### config.mk
export PLATFORM = sky130hd
export DESIGN_NAME = genus2_divisor_from_two_points
export DESIGN_NICKNAME = d
export VERILOG_FILES = /design/src/gdp_pkg.sv /design/src/gdp_reduce.sv /design/src/gdp_modmul.sv /design/src/gdp_inv.sv /design/src/genus2_divisor_from_two_points.sv
export SDC_FILE = /design/constraint.sdc
export NUM_CORES = 2
export LEC_CHECK = 0
export ABC_AREA = 1
export BUFFER_PORTS_ARGS = -buffer_cell sky130_fd_sc_hd__buf_2
export CELL_PAD_IN_SITES_DETAIL_PLACEMENT = 1
export CELL_PAD_IN_SITES_GLOBAL_PLACEMENT = 1
export CORE_MARGIN = 2
export CORE_UTILIZATION = 48
export DETAILED_ROUTE_END_ITERATION = 7
export PLACE_DENSITY = 0.8
export SLEW_MARGIN = 20
export SYNTH_ARGS = -nofsm -noshare
export SYNTH_HDL_FRONTEND = slang
export SYNTH_HIERARCHICAL = 1
export SYNTH_SLANG_ARGS = --single-unit
### constraint.sdc
create_clock -name clock -period 6 [get_ports clock]
set_clock_uncertainty 0.05 [all_clocks]
set_input_delay 0.3 -clock clock [delete_from_list [all_inputs] [get_ports clock]]
set_output_delay 0.3 -clock clock [all_outputs]
set_load 0.02 [all_outputs]
### src/gdp_pkg.sv
// Package for the genus-2 divisor block: residue types, unit command struct,
// and the narrow modular helper functions used by the serial units and the top block.
// Depends on nothing.
package gdp_pkg;

   // Residues are always below the 16-bit modulus.
   localparam int RES_WIDTH = 16;
   // Counter width for one pass over a residue, one bit per cycle.
   localparam int CNT_WIDTH = 4;
   // Modulus after reset.
   localparam logic [RES_WIDTH-1:0] MOD_RESET = 16'd65521;

   typedef logic [RES_WIDTH-1:0] res_type;
   typedef logic [RES_WIDTH:0]   ext_type;
   typedef logic [CNT_WIDTH-1:0] cnt_type;

   // Command from the sequencer to a serial unit.
   typedef struct packed {
      logic    go;
      res_type modulus;
   } unit_cmd_type;

   // One Horner step: (2*acc + dig*addend) mod p, with acc and addend below p.
   function automatic res_type mod_horner(res_type acc, logic dig, res_type addend,
                                          res_type p);
      ext_type dbl;
      ext_type sum;
      dbl = {acc, 1'b0};
      if (dbl >= {1'b0, p}) begin
         dbl = dbl - {1'b0, p};
      end
      sum = dbl + (dig ? {1'b0, addend} : '0);
      if (sum >= {1'b0, p}) begin
         sum = sum - {1'b0, p};
      end
      return sum[RES_WIDTH-1:0];
   endfunction

   // Modular difference of two residues.
   function automatic res_type mod_sub(res_type a, res_type b, res_type p);
      ext_type dif;
      dif = {1'b0, a} - {1'b0, b};
      if (dif[RES_WIDTH]) begin
         dif = dif + {1'b0, p};
      end
      return dif[RES_WIDTH-1:0];
   endfunction

   // Modular sum of two residues.
   function automatic res_type mod_add(res_type a, res_type b, res_type p);
      ext_type sum;
      sum = {1'b0, a} + {1'b0, b};
      if (sum >= {1'b0, p}) begin
         sum = sum - {1'b0, p};
      end
      return sum[RES_WIDTH-1:0];
   endfunction

endpackage

### src/gdp_reduce.sv
// Bit-serial reduction of one input field modulo p, MSB first, one bit per cycle.
// Depends on gdp_pkg.
module gdp_reduce #(
   parameter int FIELD_WIDTH = 16
) (
   input  logic                  clock,
   input  logic                  reset,
   input  gdp_pkg::unit_cmd_type cmd,
   input  logic [FIELD_WIDTH-1:0] value,
   output logic                  done,
   output gdp_pkg::res_type      result
);
   localparam int CW = $clog2(FIELD_WIDTH + 1);
   localparam logic [CW-1:0] CNT_LOAD = CW'(FIELD_WIDTH);
   localparam logic [CW-1:0] CNT_LAST = CW'(1);

   logic [FIELD_WIDTH-1:0] shift_ff;
   gdp_pkg::res_type       rem_ff;
   gdp_pkg::res_type       rem_in;
   logic [CW-1:0]          cnt_ff;
   logic                   run_ff;
   logic                   done_ff;
   gdp_pkg::ext_type       trial;

   // Shift the next bit into the remainder and subtract p once if needed.
   always_comb begin
      trial = {rem_ff, shift_ff[FIELD_WIDTH-1]};
      if (trial >= {1'b0, cmd.modulus}) begin
         trial = trial - {1'b0, cmd.modulus};
      end
      rem_in = trial[gdp_pkg::RES_WIDTH-1:0];
   end

   // Control state.
   always_ff @(posedge clock) begin
      if (reset) begin
         run_ff  <= 1'b0;
         done_ff <= 1'b0;
      end else begin
         done_ff <= 1'b0;
         if (cmd.go && !run_ff) begin
            run_ff <= 1'b1;
         end else if (run_ff && cnt_ff == CNT_LAST) begin
            run_ff  <= 1'b0;
            done_ff <= 1'b1;
         end
      end
   end

   // Datapath.
   always_ff @(posedge clock) begin
      if (cmd.go && !run_ff) begin
         shift_ff <= value;
         rem_ff   <= '0;
         cnt_ff   <= CNT_LOAD;
      end else if (run_ff) begin
         shift_ff <= {shift_ff[FIELD_WIDTH-2:0], 1'b0};
         rem_ff   <= rem_in;
         cnt_ff   <= cnt_ff - CNT_LAST;
      end
   end

   assign done   = done_ff;
   assign result = rem_ff;
endmodule

### src/gdp_modmul.sv
// Bit-serial modular multiplier: interleaved double-and-add, one multiplier bit per cycle.
// Depends on gdp_pkg.
module gdp_modmul (
   input  logic                  clock,
   input  logic                  reset,
   input  gdp_pkg::unit_cmd_type cmd,
   input  gdp_pkg::res_type      mcand,
   input  gdp_pkg::res_type      mplier,
   output logic                  done,
   output gdp_pkg::res_type      product
);
   gdp_pkg::res_type a_ff;
   gdp_pkg::res_type b_ff;
   gdp_pkg::res_type acc_ff;
   gdp_pkg::cnt_type cnt_ff;
   logic             run_ff;
   logic             done_ff;

   // Control state.
   always_ff @(posedge clock) begin
      if (reset) begin
         run_ff  <= 1'b0;
         done_ff <= 1'b0;
      end else begin
         done_ff <= 1'b0;
         if (cmd.go && !run_ff) begin
            run_ff <= 1'b1;
         end else if (run_ff && (&cnt_ff)) begin
            run_ff  <= 1'b0;
            done_ff <= 1'b1;
         end
      end
   end

   // Horner accumulation over the multiplier bits, MSB first.
   always_ff @(posedge clock) begin
      if (cmd.go && !run_ff) begin
         a_ff   <= mcand;
         b_ff   <= mplier;
         acc_ff <= '0;
         cnt_ff <= '0;
      end else if (run_ff) begin
         acc_ff <= gdp_pkg::mod_horner(acc_ff, b_ff[gdp_pkg::RES_WIDTH-1], a_ff,
                                       cmd.modulus);
         b_ff   <= {b_ff[gdp_pkg::RES_WIDTH-2:0], 1'b0};
         cnt_ff <= cnt_ff + 1'b1;
      end
   end

   assign done    = done_ff;
   assign product = acc_ff;
endmodule

### src/gdp_inv.sv
// Modular inverse by extended Euclid; each quotient comes from a bit-serial divider
// while q*t1 mod p is accumulated one quotient bit behind. Depends on gdp_pkg.
module gdp_inv (
   input  logic                  clock,
   input  logic                  reset,
   input  gdp_pkg::unit_cmd_type cmd,
   input  gdp_pkg::res_type      value,
   output logic                  done,
   output logic                  ok,
   output gdp_pkg::res_type      inverse
);
   typedef enum logic [4:0] {
      INV_IDLE  = 5'b00001,
      INV_CHECK = 5'b00010,
      INV_DIV   = 5'b00100,
      INV_TAIL  = 5'b01000,
      INV_SWAP  = 5'b10000
   } inv_state_type;

   inv_state_type    state_ff;
   gdp_pkg::res_type r0_ff, r1_ff, t0_ff, t1_ff;
   gdp_pkg::res_type dvd_ff, rem_ff, prod_ff;
   logic             qbit_ff;
   gdp_pkg::cnt_type cnt_ff;
   logic             done_ff;
   logic             ok_ff;
   gdp_pkg::ext_type trial;
   logic             fits;
   gdp_pkg::ext_type rem_new;

   // One restoring division step.
   always_comb begin
      trial   = {rem_ff, dvd_ff[gdp_pkg::RES_WIDTH-1]};
      fits    = (trial >= {1'b0, r1_ff});
      rem_new = fits ? (trial - {1'b0, r1_ff}) : trial;
   end

   // Sequencer.
   always_ff @(posedge clock) begin
      if (reset) begin
         state_ff <= INV_IDLE;
         done_ff  <= 1'b0;
      end else begin
         done_ff <= 1'b0;
         unique case (state_ff)
            INV_IDLE: begin
               if (cmd.go) begin
                  state_ff <= INV_CHECK;
               end
            end
            INV_CHECK: begin
               if (r1_ff == '0) begin
                  done_ff  <= 1'b1;
                  state_ff <= INV_IDLE;
               end else begin
                  state_ff <= INV_DIV;
               end
            end
            INV_DIV: begin
               if (&cnt_ff) begin
                  state_ff <= INV_TAIL;
               end
            end
            INV_TAIL: state_ff <= INV_SWAP;
            INV_SWAP: state_ff <= INV_CHECK;
            default:  state_ff <= INV_IDLE;
         endcase
      end
   end

   // Remainder and coefficient datapath.
   always_ff @(posedge clock) begin
      unique case (state_ff)
         INV_IDLE: begin
            if (cmd.go) begin
               r0_ff <= cmd.modulus;
               r1_ff <= value;
               t0_ff <= '0;
               t1_ff <= gdp_pkg::res_type'(1);
            end
         end
         INV_CHECK: begin
            ok_ff   <= (r0_ff == gdp_pkg::res_type'(1));
            dvd_ff  <= r0_ff;
            rem_ff  <= '0;
            prod_ff <= '0;
            qbit_ff <= 1'b0;
            cnt_ff  <= '0;
         end
         INV_DIV: begin
            rem_ff  <= rem_new[gdp_pkg::RES_WIDTH-1:0];
            qbit_ff <= fits;
            dvd_ff  <= {dvd_ff[gdp_pkg::RES_WIDTH-2:0], 1'b0};
            prod_ff <= gdp_pkg::mod_horner(prod_ff, qbit_ff, t1_ff, cmd.modulus);
            cnt_ff  <= cnt_ff + 1'b1;
         end
         INV_TAIL: begin
            prod_ff <= gdp_pkg::mod_horner(prod_ff, qbit_ff, t1_ff, cmd.modulus);
         end
         INV_SWAP: begin
            r0_ff <= r1_ff;
            r1_ff <= rem_ff;
            t0_ff <= t1_ff;
            t1_ff <= gdp_pkg::mod_sub(t0_ff, prod_ff, cmd.modulus);
         end
         default: begin
            cnt_ff <= '0;
         end
      endcase
   end

   assign done    = done_ff;
   assign ok      = ok_ff;
   assign inverse = t0_ff;
endmodule

### src/genus2_divisor_from_two_points.sv
// Genus-2 Mumford pair from two points. The block takes one point pair at a time: a
// transfer on start is taken when busy is low, and busy stays high until the result has
// been shown on the rsp_ ports for one cycle with rsp_valid, which the receiver must take
// then. The point pair is captured at the start transfer, so the req_ ports are free
// afterwards. Per item, the input reduction runs one bit per cycle, then up to three
// modular products run on the shared serial multiplier, with the inverse between the
// first and the second; the inverse runs one Euclid step at a time, each quotient from
// a bit-serial divider. A pair without a chord skips the last two products. A modulus
// below two gives zero u and v with rsp_bad_pair set in the cycle right after the start
// transfer.
module genus2_divisor_from_two_points #(
   parameter int FIELD_WIDTH = 16
) (
   input  logic                   clock,
   input  logic                   reset,
   input  logic                   start,
   input  logic [FIELD_WIDTH-1:0] req_first_x,
   input  logic [FIELD_WIDTH-1:0] req_first_y,
   input  logic [FIELD_WIDTH-1:0] req_second_x,
   input  logic [FIELD_WIDTH-1:0] req_second_y,
   output logic                   busy,
   output logic                   rsp_valid,
   output logic [FIELD_WIDTH-1:0] rsp_u_const,
   output logic [FIELD_WIDTH-1:0] rsp_u_lin,
   output logic [FIELD_WIDTH-1:0] rsp_v_const,
   output logic [FIELD_WIDTH-1:0] rsp_v_slope,
   output logic                   rsp_bad_pair,
   input  logic                   csr_valid,
   output logic                   csr_ready,
   input  logic [15:0]            csr_data
);
   typedef enum logic [8:0] {
      ST_IDLE   = 9'b000000001,
      ST_RED    = 9'b000000010,
      ST_PREP   = 9'b000000100,
      ST_UL     = 9'b000001000,
      ST_MUL_UC = 9'b000010000,
      ST_INV    = 9'b000100000,
      ST_MUL_VS = 9'b001000000,
      ST_MUL_VX = 9'b010000000,
      ST_RESP   = 9'b100000000
   } state_type;

   state_type        state_ff, state_in;
   gdp_pkg::res_type modulus_ff;
   logic             red_go_ff, red_go_in;
   logic             mul_go_ff, mul_go_in;
   logic             inv_go_ff, inv_go_in;
   logic [FIELD_WIDTH-1:0] req_x1_ff, req_y1_ff, req_x2_ff, req_y2_ff;
   gdp_pkg::res_type x1_ff, y1_ff, x2_ff, y2_ff;
   gdp_pkg::res_type dx_ff, dy_ff, sum_ff, inv_ff;
   gdp_pkg::res_type uc_ff, ul_ff, vs_ff, vc_ff;
   logic             bad_ff;
   logic [3:0]       red_done;
   gdp_pkg::res_type red_x1, red_y1, red_x2, red_y2;
   logic             mul_done;
   gdp_pkg::res_type mul_a, mul_b, mul_p;
   logic             inv_done, inv_ok;
   gdp_pkg::res_type inv_val;
   gdp_pkg::unit_cmd_type red_cmd, mul_cmd, inv_cmd;

   // Fit a residue into the field width.
   function automatic logic [FIELD_WIDTH-1:0] to_field(gdp_pkg::res_type r);
      logic [FIELD_WIDTH+gdp_pkg::RES_WIDTH-1:0] wide;
      wide = {{FIELD_WIDTH{1'b0}}, r};
      return wide[FIELD_WIDTH-1:0];
   endfunction

   assign red_cmd = '{go: red_go_ff, modulus: modulus_ff};
   assign mul_cmd = '{go: mul_go_ff, modulus: modulus_ff};
   assign inv_cmd = '{go: inv_go_ff, modulus: modulus_ff};

   // Input reduction, all four captured fields side by side.
   gdp_reduce #(.FIELD_WIDTH(FIELD_WIDTH)) u_red_x1 (
      .clock, .reset, .cmd(red_cmd), .value(req_x1_ff), .done(red_done[0]), .result(red_x1));
   gdp_reduce #(.FIELD_WIDTH(FIELD_WIDTH)) u_red_y1 (
      .clock, .reset, .cmd(red_cmd), .value(req_y1_ff), .done(red_done[1]), .result(red_y1));
   gdp_reduce #(.FIELD_WIDTH(FIELD_WIDTH)) u_red_x2 (
      .clock, .reset, .cmd(red_cmd), .value(req_x2_ff), .done(red_done[2]),
      .result(red_x2));
   gdp_reduce #(.FIELD_WIDTH(FIELD_WIDTH)) u_red_y2 (
      .clock, .reset, .cmd(red_cmd), .value(req_y2_ff), .done(red_done[3]),
      .result(red_y2));

   // Shared serial multiplier operands follow the sequencer state.
   always_comb begin
      unique case (state_ff)
         ST_MUL_VS: begin
            mul_a = inv_ff;
            mul_b = dy_ff;
         end
         ST_MUL_VX: begin
            mul_a = x1_ff;
            mul_b = vs_ff;
         end
         default: begin
            mul_a = x1_ff;
            mul_b = x2_ff;
         end
      endcase
   end

   gdp_modmul u_mul (
      .clock, .reset, .cmd(mul_cmd), .mcand(mul_a), .mplier(mul_b),
      .done(mul_done), .product(mul_p));

   gdp_inv u_inv (
      .clock, .reset, .cmd(inv_cmd), .value(dx_ff),
      .done(inv_done), .ok(inv_ok), .inverse(inv_val));

   // Next state and unit launches.
   always_comb begin
      state_in  = state_ff;
      red_go_in = 1'b0;
      mul_go_in = 1'b0;
      inv_go_in = 1'b0;
      unique case (state_ff)
         ST_IDLE: begin
            if (start) begin
               if (modulus_ff < gdp_pkg::res_type'(2)) begin
                  state_in = ST_RESP;
               end else begin
                  red_go_in = 1'b1;
                  state_in  = ST_RED;
               end
            end
         end
         ST_RED: begin
            if (&red_done) begin
               state_in = ST_PREP;
            end
         end
         ST_PREP: state_in = ST_UL;
         ST_UL: begin
            mul_go_in = 1'b1;
            state_in  = ST_MUL_UC;
         end
         ST_MUL_UC: begin
            if (mul_done) begin
               inv_go_in = 1'b1;
               state_in  = ST_INV;
            end
         end
         ST_INV: begin
            if (inv_done) begin
               if (inv_ok) begin
                  mul_go_in = 1'b1;
                  state_in  = ST_MUL_VS;
               end else begin
                  state_in = ST_RESP;
               end
            end
         end
         ST_MUL_VS: begin
            if (mul_done) begin
               mul_go_in = 1'b1;
               state_in  = ST_MUL_VX;
            end
         end
         ST_MUL_VX: begin
            if (mul_done) begin
               state_in = ST_RESP;
            end
         end
         ST_RESP: state_in = ST_IDLE;
         default: state_in = ST_IDLE;
      endcase
   end

   // Control registers and the modulus register.
   always_ff @(posedge clock) begin
      if (reset) begin
         state_ff   <= ST_IDLE;
         red_go_ff  <= 1'b0;
         mul_go_ff  <= 1'b0;
         inv_go_ff  <= 1'b0;
         modulus_ff <= gdp_pkg::MOD_RESET;
      end else begin
         state_ff  <= state_in;
         red_go_ff <= red_go_in;
         mul_go_ff <= mul_go_in;
         inv_go_ff <= inv_go_in;
         if (csr_valid && csr_ready) begin
            modulus_ff <= csr_data;
         end
      end
   end

   // Operand and result registers.
   always_ff @(posedge clock) begin
      unique case (state_ff)
         ST_IDLE: begin
            uc_ff  <= '0;
            ul_ff  <= '0;
            vs_ff  <= '0;
            vc_ff  <= '0;
            bad_ff <= 1'b1;
            // The point pair is held from the start transfer on.
            if (start) begin
               req_x1_ff <= req_first_x;
               req_y1_ff <= req_first_y;
               req_x2_ff <= req_second_x;
               req_y2_ff <= req_second_y;
            end
         end
         ST_RED: begin
            x1_ff <= red_x1;
            y1_ff <= red_y1;
            x2_ff <= red_x2;
            y2_ff <= red_y2;
         end
         ST_PREP: begin
            dx_ff  <= gdp_pkg::mod_sub(x1_ff, x2_ff, modulus_ff);
            dy_ff  <= gdp_pkg::mod_sub(y1_ff, y2_ff, modulus_ff);
            sum_ff <= gdp_pkg::mod_add(x1_ff, x2_ff, modulus_ff);
         end
         ST_UL: begin
            ul_ff <= gdp_pkg::mod_sub('0, sum_ff, modulus_ff);
         end
         ST_MUL_UC: begin
            if (mul_done) begin
               uc_ff <= mul_p;
            end
         end
         ST_INV: begin
            if (inv_done) begin
               inv_ff <= inv_val;
            end
         end
         ST_MUL_VS: begin
            if (mul_done) begin
               vs_ff <= mul_p;
            end
         end
         ST_MUL_VX: begin
            if (mul_done) begin
               vc_ff  <= gdp_pkg::mod_sub(y1_ff, mul_p, modulus_ff);
               bad_ff <= 1'b0;
            end
         end
         default: begin
            bad_ff <= bad_ff;
         end
      endcase
   end

   // Ports.
   assign busy         = (state_ff != ST_IDLE);
   assign csr_ready    = (state_ff == ST_IDLE);
   assign rsp_valid    = (state_ff == ST_RESP);
   assign rsp_u_const  = to_field(uc_ff);
   assign rsp_u_lin    = to_field(ul_ff);
   assign rsp_v_const  = to_field(vc_ff);
   assign rsp_v_slope  = to_field(vs_ff);
   assign rsp_bad_pair = bad_ff;
endmodule

# Word-level counts from Yosys, hierarchy flattened
# Cells that the tools add are included.
# Widths: inputs -> output; s select.
[word_totals]
input_bits = 84
reg_bits = 619
out_inout_bits = 68
[classes]
bitwise = 4
mux = 89
magnitude_cmp = 12
eq_ne = 28
n_reduce_logical = 54
add_sub_neg = 31
[ops]
columns = ["operator", "n"]
rows = [
  ["$mux 16", 33],
  ["$pmux 16 s2", 11],
  ["$ge 17x16->1", 11],
  ["$sub 16x16->16", 9],
  ["$mux 17", 6],
  ["$add 16x16->16", 5],
  ["$mux 9", 8],
  ["$pmux 9 s8", 1],
  ["$sub 16x16->17", 4],
  ["$add 17x16->17", 3],
  ["$pmux 16 s3", 1],
  ["$sub 17x16->17", 2],
  ["$reduce_bool 2->1", 16],
  ["$eq 5x1->1 const B", 5],
  ["$pmux 5 s5", 1],
  ["$mux 1", 21],
  ["$sub 5x1->5 const B", 4],
  ["$add 16x16->17", 1],
  ["$sub 1x16->17 const A", 1],
  ["$eq 16x1->1 const B", 1],
  ["$logic_not 16->1", 1],
  ["$lt 16x2->1 const B", 1],
  ["$reduce_and 2->1", 7],
  ["$reduce_or 2->1", 7],
  ["other kinds (29)", 58],
]

# Depth between registers and ports, before layout
[depth]
ltp_word = 7
mapped_depth = 40

# Hierarchy
# Netlist, hierarchy kept.
[by_module_without_submodules]
columns = ["mod", "n_inst", "area_per_inst_um2", "seq_area_each_um2", "cells_each"]
rows = [
  ["genus2_divisor_from_two_points", 1, 18338.8, 8277.9, 2172],
  ["gdp_reduce", 4, 2902.8, 940.9, 440],
  ["gdp_inv", 1, 10640.2, 3663.5, 1454],
  ["gdp_modmul", 1, 5206.2, 1401.3, 758],
]

# Worst setup path after synthesis
# No wires, ideal clock.
[synth_path]
path_type = "reg-to-reg"
start = "register modulus_ff[1]"
end = "register u_mul.acc_ff[5], in the netlist u_mul/product[5]"
path_stages_with_launch = 37
period_less_slack_ns = 5.339
t_arrival_ns = 5.176
setup_slack_ns = 0.661
setup_ns = 0.113
path_buffers = 2
path_cell_list = "dfxtp_1 > inv_1 > ha_1 > ha_1 > inv_1 > nor2_1 > nand2_1 > o21ai_2 > nor2_2 > nand2_4 > clkinv_1 > buf_2 > nor2_1 > ha_1 > inv_1 > fa_1 > inv_1 > nand3_1 > nand2_2 > nand2_2 > nand2_2 > nand2_1 > nand2_1 > xor2_1 > inv_1 > ha_1 > a21oi_1 > nand2_1 > inv_1 > nor2_1 > nor2_1 > nand2_2 > a21oi_4 > buf_4 > nand4_1 > nand3_2 > nand2_1"
[synth_between]
elab_chain_cells = 7
[synth_rtl]
columns = ["item", "line", "rtl"]
rows = [
  ["start, declared", "genus2_divisor_from_two_points.sv:45", "gdp_pkg::res_type modulus_ff;"],
  ["start signal, assigned", "genus2_divisor_from_two_points.sv:177", "modulus_ff <= gdp_pkg::MOD_RESET;"],
  ["start signal, assigned", "genus2_divisor_from_two_points.sv:184", "modulus_ff <= csr_data;"],
  ["$sub 17x16->17 / $ge 17x16->1 (equally long branches)", "gdp_pkg.sv:30, gdp_pkg.sv:29", ""],
  ["$mux 17", "gdp_pkg.sv:29", "if (dbl >= {1'b0, p}) begin"],
  ["$mux 17", "gdp_modmul.sv:42", "end else if (run_ff) begin"],
  ["$mux 17", "gdp_modmul.sv:37", "if (cmd.go && !run_ff) begin"],
  ["$add 17x16->17", "gdp_pkg.sv:32", "sum = dbl + (dig ? {1'b0, addend} : '0);"],
  ["$sub 16x16->16 / $ge 17x16->1 (equally long branches)", "gdp_pkg.sv:34, gdp_pkg.sv:33", ""],
  ["$mux 16 *", "gdp_pkg.sv:33", "if (sum >= {1'b0, p}) begin"],
  ["end signal, assigned", "gdp_modmul.sv:43", "acc_ff <= gdp_pkg::mod_horner(acc_ff, b_ff[gdp_pkg::RES_WIDTH-1], a_ff,"],
  ["end, declared", "gdp_modmul.sv:14", "gdp_pkg::res_type acc_ff;"],
]
# Mark *: on every way between the ends. The rest lies on a longest branch, timed or not. The select of a mux whose other input is x is not followed.
# A chain may end at the register's enable or synchronous reset.

# Worst setup path after layout
[layout_path]
start = "register modulus_ff[3]"
end = "register u_mul.acc_ff[11], in the netlist u_mul/product[11]"
# Same word-level chain as after synthesis.

==> results.sh <==
export IMPL_async_flop_share_pct=0
export IMPL_cp_arrival_ns=6.18
export IMPL_dp_cells=7516
export IMPL_dr_first_iter_drc_count=2750
export IMPL_maxCapViolations=0
export IMPL_core_area_sq_um=94700
export IMPL_synth_area_per_cell_sq_um=7.45
export IMPL_crit_path_max_incr_delay_ns=0.46
export IMPL_hp_class="in2reg"
export IMPL_grt_use_total_pct=33.6
export IMPL_grt_pass1_vias=43873
export IMPL_cts_tree="yes"
export IMPL_hold_viol=0
export IMPL_final_cells=7743
export IMPL_die_width_um=313
export IMPL_syn_area_sq_um=45800
export IMPL_drive_gt1_share_pct=8.85
export IMPL_slowest_stage="dfxtp_2"
export IMPL_synth_seq_area_share_pct=37.4
export IMPL_fin_crit_sh_pct=94.0
export IMPL_dp_hpwl_mm=126
export IMPL_grt_overflow=0
export IMPL_yosys_area_top_type_share_pct=30.9
export IMPL_routed_via_count=42831
export IMPL_end_kind="flip-flop"
export IMPL_fillerInstances=11993
export IMPL_r2r_slack_ns=0.36
export IMPL_antenna_left=0
export IMPL_power_density_nw_per_um2=576
export IMPL_synth_area_leaders="edfxtp_1, nand2_1, ha_1"
export IMPL_dr_pass1_iters=5
export IMPL_max_freq_mhz=177
export IMPL_design_area_sq_um=51400
export IMPL_setup_violations=0
export IMPL_ir_drop_mv=0.425
export IMPL_area_delta_synth_final_pct=12.3
export IMPL_rows=113
export IMPL_drc_errors=0
export IMPL_fp_dieH_um=313
export IMPL_synthFlopType="edfxtp_1"
export IMPL_synth_edf_count=471
export IMPL_viasPerCell=5.53
export IMPL_yosys_warnings=6
export IMPL_regArea_sq_um=17100
export IMPL_clockBufferDepth=3
export IMPL_cts_inserted_buffers=75
export IMPL_gp_congestion=0.974
export IMPL_leakage_nw=25.6
export IMPL_status="finished clean"
export IMPL_netlist_top_cells_count="nand2_1, inv_1, edfxtp_1"
export IMPL_routed_wirelength_mm=167
export IMPL_synth_top_area_cell="edfxtp_1"
export IMPL_multi_input_area_sq_um=24700
export IMPL_critPathRequiredTime_ns=6.54
export IMPL_crit_type="reg2reg"
export IMPL_h_tree_depth=3
export IMPL_clock_latency_ns=0.67
export IMPL_path_max_fanout=15
export IMPL_synth_cells=6144
export IMPL_die_area_sq_um=97900
export IMPL_crit_top_cell="nand2_1"
export IMPL_grt_antenna_before_repair=10
export IMPL_cts_root_buf="clkbuf_16"
export IMPL_final_nets=6878
export IMPL_cp_start_kind="flip-flop"
export IMPL_io_pins=152
export IMPL_synth_seq_cells=619
export IMPL_dpl_cell_area_sq_um=48000
export IMPL_worstMarginPinSlew_ns=1.15
export IMPL_start_util_pct=48.3
export IMPL_grt_max_degree=74
export IMPL_grt_pass1_wl_mm=255
export IMPL_synth_most_common_cell="nand2_1"
export IMPL_syn_nets=6610
export IMPL_place_port_buffers=151
export IMPL_wl_per_cell_um=21.6
export IMPL_maxSlewViolCount=0
export IMPL_slew_headroom_pct=22.8
export IMPL_clock_sinks=619
export IMPL_fin_crit_ns=5.64
export IMPL_clkTransAtPathRegs_ns=0.06
export IMPL_ys_types=65
==> cells by family after synthesis <==
| kind of cell | after synthesis | synth area share [%] |
|---|---|---|
| AO/OA/AOI/OAI | 681 | 8.37 |
| adder cells (fa/ha/maj) | 382 | 10.8 |
| AND/OR/NAND/NOR | 3187 | 30.1 |
| XOR/XNOR | 221 | 4.23 |
| flip-flops | 619 | 37.4 |
| buffers and inverters | 1054 | 9.16 |
==> final timing paths <==
check	start	end	depth (start not counted)
setup / recovery	modulus_ff[3]	u_mul/product[11]	37
hold / removal	start	red_go_ff	3
setup reg to reg	modulus_ff[3]	u_mul/product[11]	37
hold reg to reg	u_red_y2/result[3]	y2_ff[3]	0
==> cells in the final DEF (no fill, tap or decap), types with 66 or more instances in the layout <==
cell type,synthesis,layout
dlygate4sd3_1,0,66
nand2_1,1929,1928
clkbuf_16,0,78
dfxtp_1,148,143
nor2_1,461,453
o21ai_0,194,190
a21oi_1,318,318
buf_2,26,151
edfxtp_1,471,471
inv_1,921,918
ha_1,360,358
xnor2_1,92,92
nand3_1,402,401
buf_4,11,77
xor2_1,129,129
nand4_1,90,90
==> power breakdown <==
group / internal (W) / switching (W)
clock network: 0.00271 / 0.00198
logic: 0.00594 / 0.0125
registers: 0.00585 / 0.000675
==> per-layer routing <==
metal | routed length, um | vias to the layer above | global-route usage (%)
met4 | 7330 | 4 | 13.4
li1 | - | 20510 | -
met2 | 79000 | 1142 | 56.6
met5 | 23 | - | 0
met3 | 9570 | 321 | 5.05
met1 | 71400 | 20854 | 43.3
==> critical path: cells and delay by family, from the launching register on <==
family,cells,cell delay [ns]
AOI/OAI and AO/OA,2,0.43
xor gates and xnor gates,1,0.22
adders and majority gates,4,1.41
buffers and inverters,8,0.89
DFF,1,0.46
and+or+nand+nor,22,2.09
==> final cells by class <==
| class | count | share of cell area [%] |
|---|---|---|
| Clock inverter | 39 | 0.824 |
| Inverter | 944 | 6.92 |
| Clock buffer | 100 | 4.01 |
| Timing Repair Buffer | 296 | 3.92 |
| Timing Repair inverter | 1 | 0.0146 |
| Sequential cell | 619 | 33.3 |
| Antenna cell | 4 | 0.0195 |
| Tap cell | 1265 | 3.08 |
| Multi-Input combinational cell | 4475 | 47.9 |
==> metrics by stage <==
step / power (W) / utilization [%] / hold WS (ns) / TNS, ns / setup slack [ns]
final: 0.0297 / 54.3 / 0.0967 / 0 / 0.362
after global routing: 0.0318 / 54.3 / 0.0843 / -0.0905 / -0.0150
after CTS: 0.0290 / 54.0 / 0.0785 / 0 / 0.0222
after detailed placement: 0.0240 / 50.7 / 0.396 / 0 / 0.0781
after global placement: 0.0236 / 50.7 / 0.406 / 0 / 0.238
after floorplan: 0.0188 / - / 0.319 / 0 / 0.661
==> timing repair <==
item                                    4_1_cts  5_1_grt
hold buffers                                 66        0
endpoints found under the setup margin        0       32
buffers inserted                              0       13
hold endpoints to repair                     66        0
resized for setup                             0       23
Note: power is estimated with default switching activity, not from simulation.
